[config.mk]
export PLATFORM = sky130hd
export DESIGN_NAME = cat_response_parser
export DESIGN_NICKNAME = d
export VERILOG_FILES = /design/src/hw/rtl/crp_pkg.sv /design/src/hw/rtl/crp_input_stage.sv /design/src/hw/rtl/crp_parse_core.sv /design/src/hw/rtl/crp_output_stage.sv /design/src/hw/rtl/cat_response_parser.sv
export SDC_FILE = /design/constraint.sdc
export NUM_CORES = 1
export LEC_CHECK = 0
export BUFFER_PORTS_ARGS = -buffer_cell sky130_fd_sc_hd__buf_4
export CAP_MARGIN = 40
export CORE_ASPECT_RATIO = 1.25
export CORE_MARGIN = 4
export CORE_UTILIZATION = 55
export DETAILED_ROUTE_END_ITERATION = 8
export HOLD_SLACK_MARGIN = 0.06
export MAX_ROUTING_LAYER = met4
export PLACE_DENSITY = 0.87
export SLEW_MARGIN = 20
export SYNTH_ARGS = -nofsm -noshare
export SYNTH_HDL_FRONTEND = slang
export SYNTH_SLANG_ARGS = --single-unit
[constraint.sdc]
create_clock -name aclk -period 3.86 [get_ports aclk]
set_clock_uncertainty 0.1 [all_clocks]
set_input_delay 0.193 -clock aclk [delete_from_list [all_inputs] [get_ports aclk]]
set_output_delay 0.193 -clock aclk [all_outputs]
set_load 0.02 [all_outputs]
[src/hw/rtl/crp_pkg.sv]
// crp_pkg: shared types and character constants of the response parser
`timescale 1ns / 1ps

package crp_pkg;

    // one received item
    typedef struct packed {
        logic [7:0] rx_byte;
        logic       restart;
    } crp_in_t;

    // one result item
    typedef struct packed {
        logic        update_kind;
        logic [31:0] frequency_hz;
        logic [3:0]  mode_digit;
    } crp_out_t;

    // proposed result of the parse stage for the item in its input register
    typedef struct packed {
        logic     emit;
        crp_out_t item;
    } crp_result_t;

    localparam logic KIND_FREQ = 1'b0;
    localparam logic KIND_MODE = 1'b1;

    localparam logic [7:0] CHAR_SEMI = 8'h3B;
    localparam logic [7:0] CHAR_F    = 8'h46;
    localparam logic [7:0] CHAR_A    = 8'h41;
    localparam logic [7:0] CHAR_M    = 8'h4D;
    localparam logic [7:0] CHAR_D    = 8'h44;
    localparam logic [7:0] CHAR_0    = 8'h30;
    localparam logic [7:0] CHAR_1    = 8'h31;
    localparam logic [7:0] CHAR_9    = 8'h39;

    localparam int FA_LEN          = 14;
    localparam int MD_LEN          = 4;
    localparam int DIGIT_FIRST_POS = 2;
    localparam int DIGIT_LAST_POS  = 12;

endpackage

[src/hw/rtl/crp_input_stage.sv]
// crp_input_stage: input register of the response parser
`timescale 1ns / 1ps

module crp_input_stage
    import crp_pkg::*;
(
    input  logic    aclk,
    input  logic    aresetn,
    input  logic    s_valid,
    output logic    s_ready,
    input  crp_in_t s_data,
    input  logic    take,
    output logic    valid,
    output crp_in_t data
);

    logic    valid_reg;
    crp_in_t data_reg;

    // free, or being emptied this cycle
    assign s_ready = !valid_reg || take;
    assign valid   = valid_reg;
    assign data    = data_reg;

    always_ff @(posedge aclk) begin
        if (!aresetn) begin
            valid_reg <= 1'b0;
        end else if (s_ready) begin
            valid_reg <= s_valid;
        end
    end

    always_ff @(posedge aclk) begin
        if (s_valid && s_ready) begin
            data_reg <= s_data;
        end
    end

endmodule

[src/hw/rtl/crp_parse_core.sv]
// crp_parse_core: message state and single-pass decode of one byte
`timescale 1ns / 1ps

module crp_parse_core
    import crp_pkg::*;
#(
    parameter int BUFFER_BYTES = 128
) (
    input  logic        aclk,
    input  logic        aresetn,
    input  logic        commit,
    input  crp_in_t     in_item,
    output crp_result_t result
);

    localparam int LEN_W = $clog2(BUFFER_BYTES);

    logic [LEN_W-1:0] len_reg, len_next;
    logic [7:0]       first_reg, first_next;
    logic [7:0]       second_reg, second_next;
    logic [7:0]       third_reg, third_next;
    logic [31:0]      acc_reg, acc_next;
    logic             dvalid_reg, dvalid_next;
    logic [31:0]      last_freq_reg, last_freq_next;
    logic [3:0]       last_mode_reg, last_mode_next;

    logic [LEN_W-1:0] pos;
    logic [LEN_W-1:0] len_inc;
    logic [7:0]       c;
    logic [3:0]       digit_diff;
    logic             is_digit;
    logic             in_span;
    logic [31:0]      acc_mac;
    logic             fa_hit;
    logic             md_hit;

    assign c          = in_item.rx_byte;
    assign digit_diff = 4'(c - CHAR_0);
    assign is_digit   = (c >= CHAR_0) && (c <= CHAR_9);
    assign pos        = (len_reg >= LEN_W'(BUFFER_BYTES - 1)) ? '0 : len_reg;
    assign len_inc    = pos + LEN_W'(1);
    assign in_span    = (pos >= LEN_W'(DIGIT_FIRST_POS)) && (pos <= LEN_W'(DIGIT_LAST_POS));
    // acc * 10 + digit, modulo 2^32
    assign acc_mac    = {acc_reg[28:0], 3'b000} + {acc_reg[30:0], 1'b0}
                        + {28'd0, digit_diff};

    // the terminator sits past the digit span, so the stored fields are final
    assign fa_hit = (c == CHAR_SEMI) && (len_inc == LEN_W'(FA_LEN))
                    && (first_reg == CHAR_F) && (second_reg == CHAR_A)
                    && dvalid_reg && (acc_reg != last_freq_reg);
    assign md_hit = (c == CHAR_SEMI) && (len_inc == LEN_W'(MD_LEN))
                    && (first_reg == CHAR_M) && (second_reg == CHAR_D)
                    && (third_reg >= CHAR_1) && (third_reg <= CHAR_9)
                    && (third_reg[3:0] != last_mode_reg);

    always_comb begin
        len_next       = len_inc;
        first_next     = first_reg;
        second_next    = second_reg;
        third_next     = third_reg;
        acc_next       = acc_reg;
        dvalid_next    = dvalid_reg;
        last_freq_next = last_freq_reg;
        last_mode_next = last_mode_reg;

        if (pos == '0) begin
            first_next  = c;
            acc_next    = '0;
            dvalid_next = 1'b1;
        end else if (pos == LEN_W'(1)) begin
            second_next = c;
        end
        if (pos == LEN_W'(DIGIT_FIRST_POS)) begin
            third_next = c;
        end
        if (in_span) begin
            if (is_digit) begin
                acc_next = acc_mac;
            end else begin
                dvalid_next = 1'b0;
            end
        end
        if (c == CHAR_SEMI) begin
            len_next = '0;
        end
        if (fa_hit) begin
            last_freq_next = acc_reg;
        end
        if (md_hit) begin
            last_mode_next = third_reg[3:0];
        end
    end

    always_comb begin
        result                   = '0;
        result.emit              = !in_item.restart && (fa_hit || md_hit);
        if (md_hit) begin
            result.item.update_kind = KIND_MODE;
            result.item.mode_digit  = third_reg[3:0];
        end else begin
            result.item.update_kind  = KIND_FREQ;
            result.item.frequency_hz = acc_reg;
        end
    end

    always_ff @(posedge aclk) begin
        if (!aresetn || (commit && in_item.restart)) begin
            len_reg       <= '0;
            first_reg     <= '0;
            second_reg    <= '0;
            third_reg     <= '0;
            acc_reg       <= '0;
            dvalid_reg    <= 1'b1;
            last_freq_reg <= '0;
            last_mode_reg <= '0;
        end else if (commit) begin
            len_reg       <= len_next;
            first_reg     <= first_next;
            second_reg    <= second_next;
            third_reg     <= third_next;
            acc_reg       <= acc_next;
            dvalid_reg    <= dvalid_next;
            last_freq_reg <= last_freq_next;
            last_mode_reg <= last_mode_next;
        end
    end

endmodule

[src/hw/rtl/crp_output_stage.sv]
// crp_output_stage: result register of the response parser
`timescale 1ns / 1ps

module crp_output_stage
    import crp_pkg::*;
(
    input  logic     aclk,
    input  logic     aresetn,
    input  logic     load,
    input  crp_out_t load_data,
    output logic     free,
    output logic     m_valid,
    input  logic     m_ready,
    output crp_out_t m_data
);

    logic     valid_reg;
    crp_out_t data_reg;

    assign free    = !valid_reg || m_ready;
    assign m_valid = valid_reg;
    assign m_data  = data_reg;

    always_ff @(posedge aclk) begin
        if (!aresetn) begin
            valid_reg <= 1'b0;
        end else if (free) begin
            valid_reg <= load;
        end
    end

    always_ff @(posedge aclk) begin
        if (load && free) begin
            data_reg <= load_data;
        end
    end

endmodule

[src/hw/rtl/cat_response_parser.sv]
// cat_response_parser: top level of the serial control response parser
`timescale 1ns / 1ps

// usage
// - s_ channel: one received character per item (s_data.rx_byte); with
//   s_data.restart set the character is dropped and all message state and
//   cached frequency / mode values go back to their reset values
// - m_ channel: one item each time a complete FA frequency or MD mode response
//   carries a value that differs from the last one of its kind
// - path: an item in the input register is parsed and, if it gives a result, is
//   loaded into the result register once that has room; m_valid rises with the load
// - throughput: one item per cycle, except while a result waits for the result register; the parse is a single pass of
//   a few compares and one multiply-by-ten add between input and result registers
// - reset (aresetn low, synchronous): both registers empty, parser state cleared
// - receiver stall: the result register holds its item; the input register
//   keeps taking items that give no result, and one that would give a result
//   waits in the input register, so s_ready drops only then
module cat_response_parser
    import crp_pkg::*;
#(
    parameter int BUFFER_BYTES = 128
) (
    input  logic     aclk,
    input  logic     aresetn,
    input  logic     s_valid,
    output logic     s_ready,
    input  crp_in_t  s_data,
    output logic     m_valid,
    input  logic     m_ready,
    output crp_out_t m_data
);

    logic        in_valid;
    crp_in_t     in_item;
    crp_result_t res;
    logic        out_free;
    logic        fire;

    // an item leaves the input register when its result, if any, has room
    assign fire = in_valid && (!res.emit || out_free);

    crp_input_stage u_input (
        .aclk    (aclk),
        .aresetn (aresetn),
        .s_valid (s_valid),
        .s_ready (s_ready),
        .s_data  (s_data),
        .take    (fire),
        .valid   (in_valid),
        .data    (in_item)
    );

    // message length counter, stored characters, digit accumulator and cached values
    crp_parse_core #(
        .BUFFER_BYTES (BUFFER_BYTES)
    ) u_core (
        .aclk    (aclk),
        .aresetn (aresetn),
        .commit  (fire),
        .in_item (in_item),
        .result  (res)
    );

    crp_output_stage u_output (
        .aclk      (aclk),
        .aresetn   (aresetn),
        .load      (fire && res.emit),
        .load_data (res.item),
        .free      (out_free),
        .m_valid   (m_valid),
        .m_ready   (m_ready),
        .m_data    (m_data)
    );

    // a restart item never produces a result
    a_restart_silent: assert property (@(posedge aclk) disable iff (!aresetn)
        (in_valid && in_item.restart) |-> !res.emit)
        else $error("restart item produced a result");

    // an item that cannot move on stays put in the input register
    a_input_hold: assert property (@(posedge aclk) disable iff (!aresetn)
        (in_valid && !fire) |=> (in_valid && $stable(in_item)))
        else $error("input register lost a stalled item");

    // a parsed result always lands in the result register
    a_result_lands: assert property (@(posedge aclk) disable iff (!aresetn)
        (fire && res.emit) |=> m_valid)
        else $error("parsed result did not reach the result register");

    // the input side backs off only while an item waits in the input register
    a_ready_low: assert property (@(posedge aclk) disable iff (!aresetn)
        !s_ready |-> (in_valid && res.emit && !m_ready))
        else $error("s_ready low without a waiting result");

endmodule
==> results by group <==
Floorplan
  – Rows: 49
  – Initial Util: 55.9%
  – Core box area: 14300 um^2
  – Die H: 143 um
  – Die ar.: 16600 um^2
  – Die X: 116 um
  – IO Pins: 52

Global routing
  – Global-route wire length before repair: 33100 um
  – Gr usage total: 26.4%
  – Grt total ovfl: 0
  – Initial antenna violation count: 0
  – Largest net degree at the start of global routing: 47
  – Vias in the first global route: 6561

Power and ir drop
  – NetSw: 746 uW
  – Internal: 2.66 mW
  – Combinational Power Share: 3.3%
  – Switch share: 21.9%
  – Sequential share of power: 47.8%
  – Leak: 4.57 nW
  – Clock power share: 48.9%
  – PwrDens: 363 nW/um^2
  – Peak supply drop: 0.316 mV

Timing
  – Slew headroom: 61.4%
  – Worst-Margin Slew: 0.571 ns
  – Setup_tns: 0 ns
  – Post-route clock period utilization: 95.5%
  – Endpoints failing setup: 0
  – Min cycle time layout: 3.69 ns
  – Fin. Hold Viols: 0
  – Max Freq: 0.271 GHz
  – RSZ-0062 raised after global routing: no
  – Slew Limit Fails: 0

Route
  – Vias: 6587
  – WL/cell: 19.5 um
  – Routed WL: 20700 um
  – Drt drc: 0
  – DRT Pass-1 Iters: 5
  – Final ANT Viol Nets: 0
  – Vias per cell: 6.20
  – Initial DRC Count: 586

Clock network
  – Num CTS Buffers: 17
  – H-Tree Level Count: 4
  – CTS root buf: clkbuf_16
  – CTS Sinks: 148
  – Setup Buffers After CTS: 0
  – Reg clk slew, reported paths: 0.06 ns
  – Clock Latency Late Sink: 0.43 ns
  – Longest Clk Path Bufs: 2
  – CTS tree: yes

Job
  – MaxCap Viol Count: 0

Min path
  – Worst hold start: m_ready
  – HP Class: in -> reg
  – Hold Crit Endpoint: u_input.data[3]$_DFFE_PP_
  – WHS Path Cells: 3

Finish
  – # diodes: 0
  – Layout cell share with drive strength beyond 1: 14.1%
  – Syn-to-layout area delta: 17.1%
  – Largest register FFs: 37
  – Fin area: 9390 um^2
  – NumNets Final: 949

Synth
  – Simple-Gate Fraction of Synth Area: 18.2%
  – Synth Area in Compound Gates: 12.0%
  – Ys Warns: 0
  – Synth Area in XOR/XNOR: 6.55%
  – Number of synthesized flops with an enable pin: 46
  – Synthesized area: 8020 um^2
  – Cell count after synthesis: 794
  – Main combinational cell family by area after synthesis: simple AND/OR/NAND/NOR gates
  – Syn_area_per_cell: 10.1 um^2
  – Post-Synth Adder-Cell Area: 10.3%
  – #FFs+latches synth: 148
  – Syn nets: 872
  – Unique cell type count in the Yosys netlist: 68
  – Register area share after synthesis: 42.7%
  – Asr flop ratio synth: 0%
  – Synth Flop Type: dfxtp_1
  – Mux contribution to synthesized area: 7.48%

Worst setup path
  – Startpoint types: flip-flop
  – CP Class: reg -> reg
  – FF-to-FF setup slack: 0.17 ns
  – Max FO, Critical Path: 32
  – Reg-to-Reg Start: u_core.len_reg[5]$_SDFFE_PP0N_
  – CP Data Arrival Time: 3.88 ns
  – Worst setup EP type: flip-flop
  – CP required: 4.05 ns
  – FF-to-FF End: u_core.last_freq_reg[19]$_SDFFE_PP0P_
  – Worst reg2reg path depth: 13

Run status
  – Status: completed

Placed design
  – Dpl hpwl: 13800 um
  – IO buf count: 51
  – Placer congestion estimate: 0.907
  – Area after DPL: 8640 um^2
==> what timing repair did <==
| item | in CTS | in global routing |
|---|---|---|
| endpoints found under the setup margin | 0 | 135 |
| resized for setup | 0 | 6 |
| hold buffers | 13 | 0 |
| hold endpoints to repair | 11 | 0 |
==> stage by stage <==
step / utilization, % / setup slack, ns / instances / hold WS (ns) / power, mW
after floorplan: - / 0.113 / 794 / 0.192 / 1.72
after global placement: 60.1 / 0.305 / 1016 / 0.273 / 1.75
after detailed placement: 60.3 / 0.198 / 1017 / 0.272 / 1.76
after CTS: 65.3 / 0.0597 / 1062 / 0.381 / 3.40
after global routing: 65.5 / 0.00644 / 1062 / 0.386 / 3.49
final: 65.5 / 0.174 / 1062 / 0.370 / 3.41
==> cell families (layout without fill, tap and decap cells) <==
group / Yosys count / in the layout
flops: 148 / 148
mux: 60 / 60
xor+xnor: 60 / 60
buf+inv: 41 / 131
compound gates: 142 / 142
fa+ha+maj: 65 / 65
simple gates: 278 / 278
==> how the worst max path moves through the flow <==
stage	startpoint	end	slack, ns	cells past startpoint
6_report	u_core.len_reg[5]$_SDFFE_PP0N_	u_core.last_freq_reg[19]$_SDFFE_PP0P_	0.17	13
5_1_grt	u_core.len_reg[5]$_SDFFE_PP0N_	s_ready	0.006	12
4_1_cts	u_core.len_reg[5]$_SDFFE_PP0N_	u_core.last_freq_reg[19]$_SDFFE_PP0P_	0.06	13
3_5_place_dp	u_core.len_reg[5]$_SDFFE_PP0N_	u_core.last_freq_reg[30]$_SDFFE_PP0P_	0.20	13
3_3_place_gp	u_core.len_reg[2]$_SDFFE_PP0N_	u_input.data[8]$_DFFE_PP_	0.31	12
2_1_floorplan	u_core.len_reg[5]$_SDFFE_PP0N_	u_output.m_data[0]$_SDFFCE_PN0P_	0.11	12
==> placed cells by master, fill, tap and decap left out, types with 4 or more instances in the layout <==
master and count:
xnor2_1 15, and3_1 6, a21boi_0 5, o21ai_0 24
a31oi_1 5, xor2_1 45, edfxtp_1 46, nor4b_1 4
inv_1 13, a211oi_1 5, or3_1 9, clkbuf_16 20
o211ai_1 5, nand2_1 35, o31ai_1 4, nand3_1 10
buf_4 71, nor3b_1 5, a21o_1 9, nor3_1 11
a21oi_1 31, dfxtp_1 101, or2_2 6, a22oi_1 21
and2_1 40, nand4b_1 6, nand4_1 7, nor4_1 13
nor2_1 103, and4_1 4, dlygate4sd3_1 13, mux2i_1 60
ha_1 62
==> cell type report <==
class,count,area (um^2)
fillers,1034,4950
clock buffers,23,512
multi-input cells,605,4400
well taps,178,223
inverters,13,48.8
clock inverters,9,86.3
repair buffers,86,703
flip-flops and latches,148,3420
==> metal layers <==
| metal | part of all wire [%] | GRT usage [%] | routed length (um) | up-vias |
|---|---|---|---|---|
| met5 | 0 | - | 0 | - |
| met4 | 5.9 | 15.1 | 1210 | 0 |
| met3 | 5.6 | 5.30 | 1170 | 110 |
| met2 | 52 | 45.9 | 10800 | 301 |
| met1 | 37 | 27.4 | 7570 | 3113 |
| li1 | - | - | - | 3063 |
==> power groups by stage <==
stage / Clock (mW) / Combinational, mW / Sequential, mW
after floorplan: 0 / 0.0626 / 1.65
after global placement: 0 / 0.0910 / 1.66
after detailed placement: 0 / 0.0963 / 1.66
after CTS: 1.67 / 0.109 / 1.63
after global routing: 1.74 / 0.120 / 1.63
final: 1.67 / 0.112 / 1.63
==> cell usage after synthesis (6+ instances only) <==
cell type | n | area (um^2)
xor2_1 | 45 | 394
dfxtp_1 | 102 | 2040
ha_1 | 63 | 788
xnor2_1 | 15 | 131
inv_1 | 13 | 48.8
a21oi_1 | 31 | 155
nor3_1 | 11 | 55.1
nand4b_1 | 6 | 52.6
and3_1 | 6 | 37.5
nor2_1 | 103 | 387
mux2i_1 | 60 | 601
or3_1 | 9 | 56.3
edfxtp_1 | 46 | 1380
a21o_1 | 9 | 67.6
o21ai_0 | 24 | 120
and2_1 | 42 | 263
clkbuf_1 | 16 | 60.1
or2_2 | 6 | 37.5
a22oi_1 | 21 | 158
nand4_1 | 7 | 43.8
nand3_1 | 10 | 50.1
nand2_1 | 36 | 135
nor4_1 | 13 | 81.3
==> critical path: stages, from the launching register on <==
cell and delay (ns):
dfxtp_1 0.38, and4_1 0.25, nand2_1 0.13, and2_1 0.24, ha_1 0.25, nor4bb_4 0.38
and3_1 0.21, nand4b_1 0.15, o41a_1 0.50, o21a_2 0.24, nand3_4 0.14, buf_12 0.24
mux2i_1 0.23, nor2_1 0.07
Note: power is estimated with default switching activity, not from simulation.
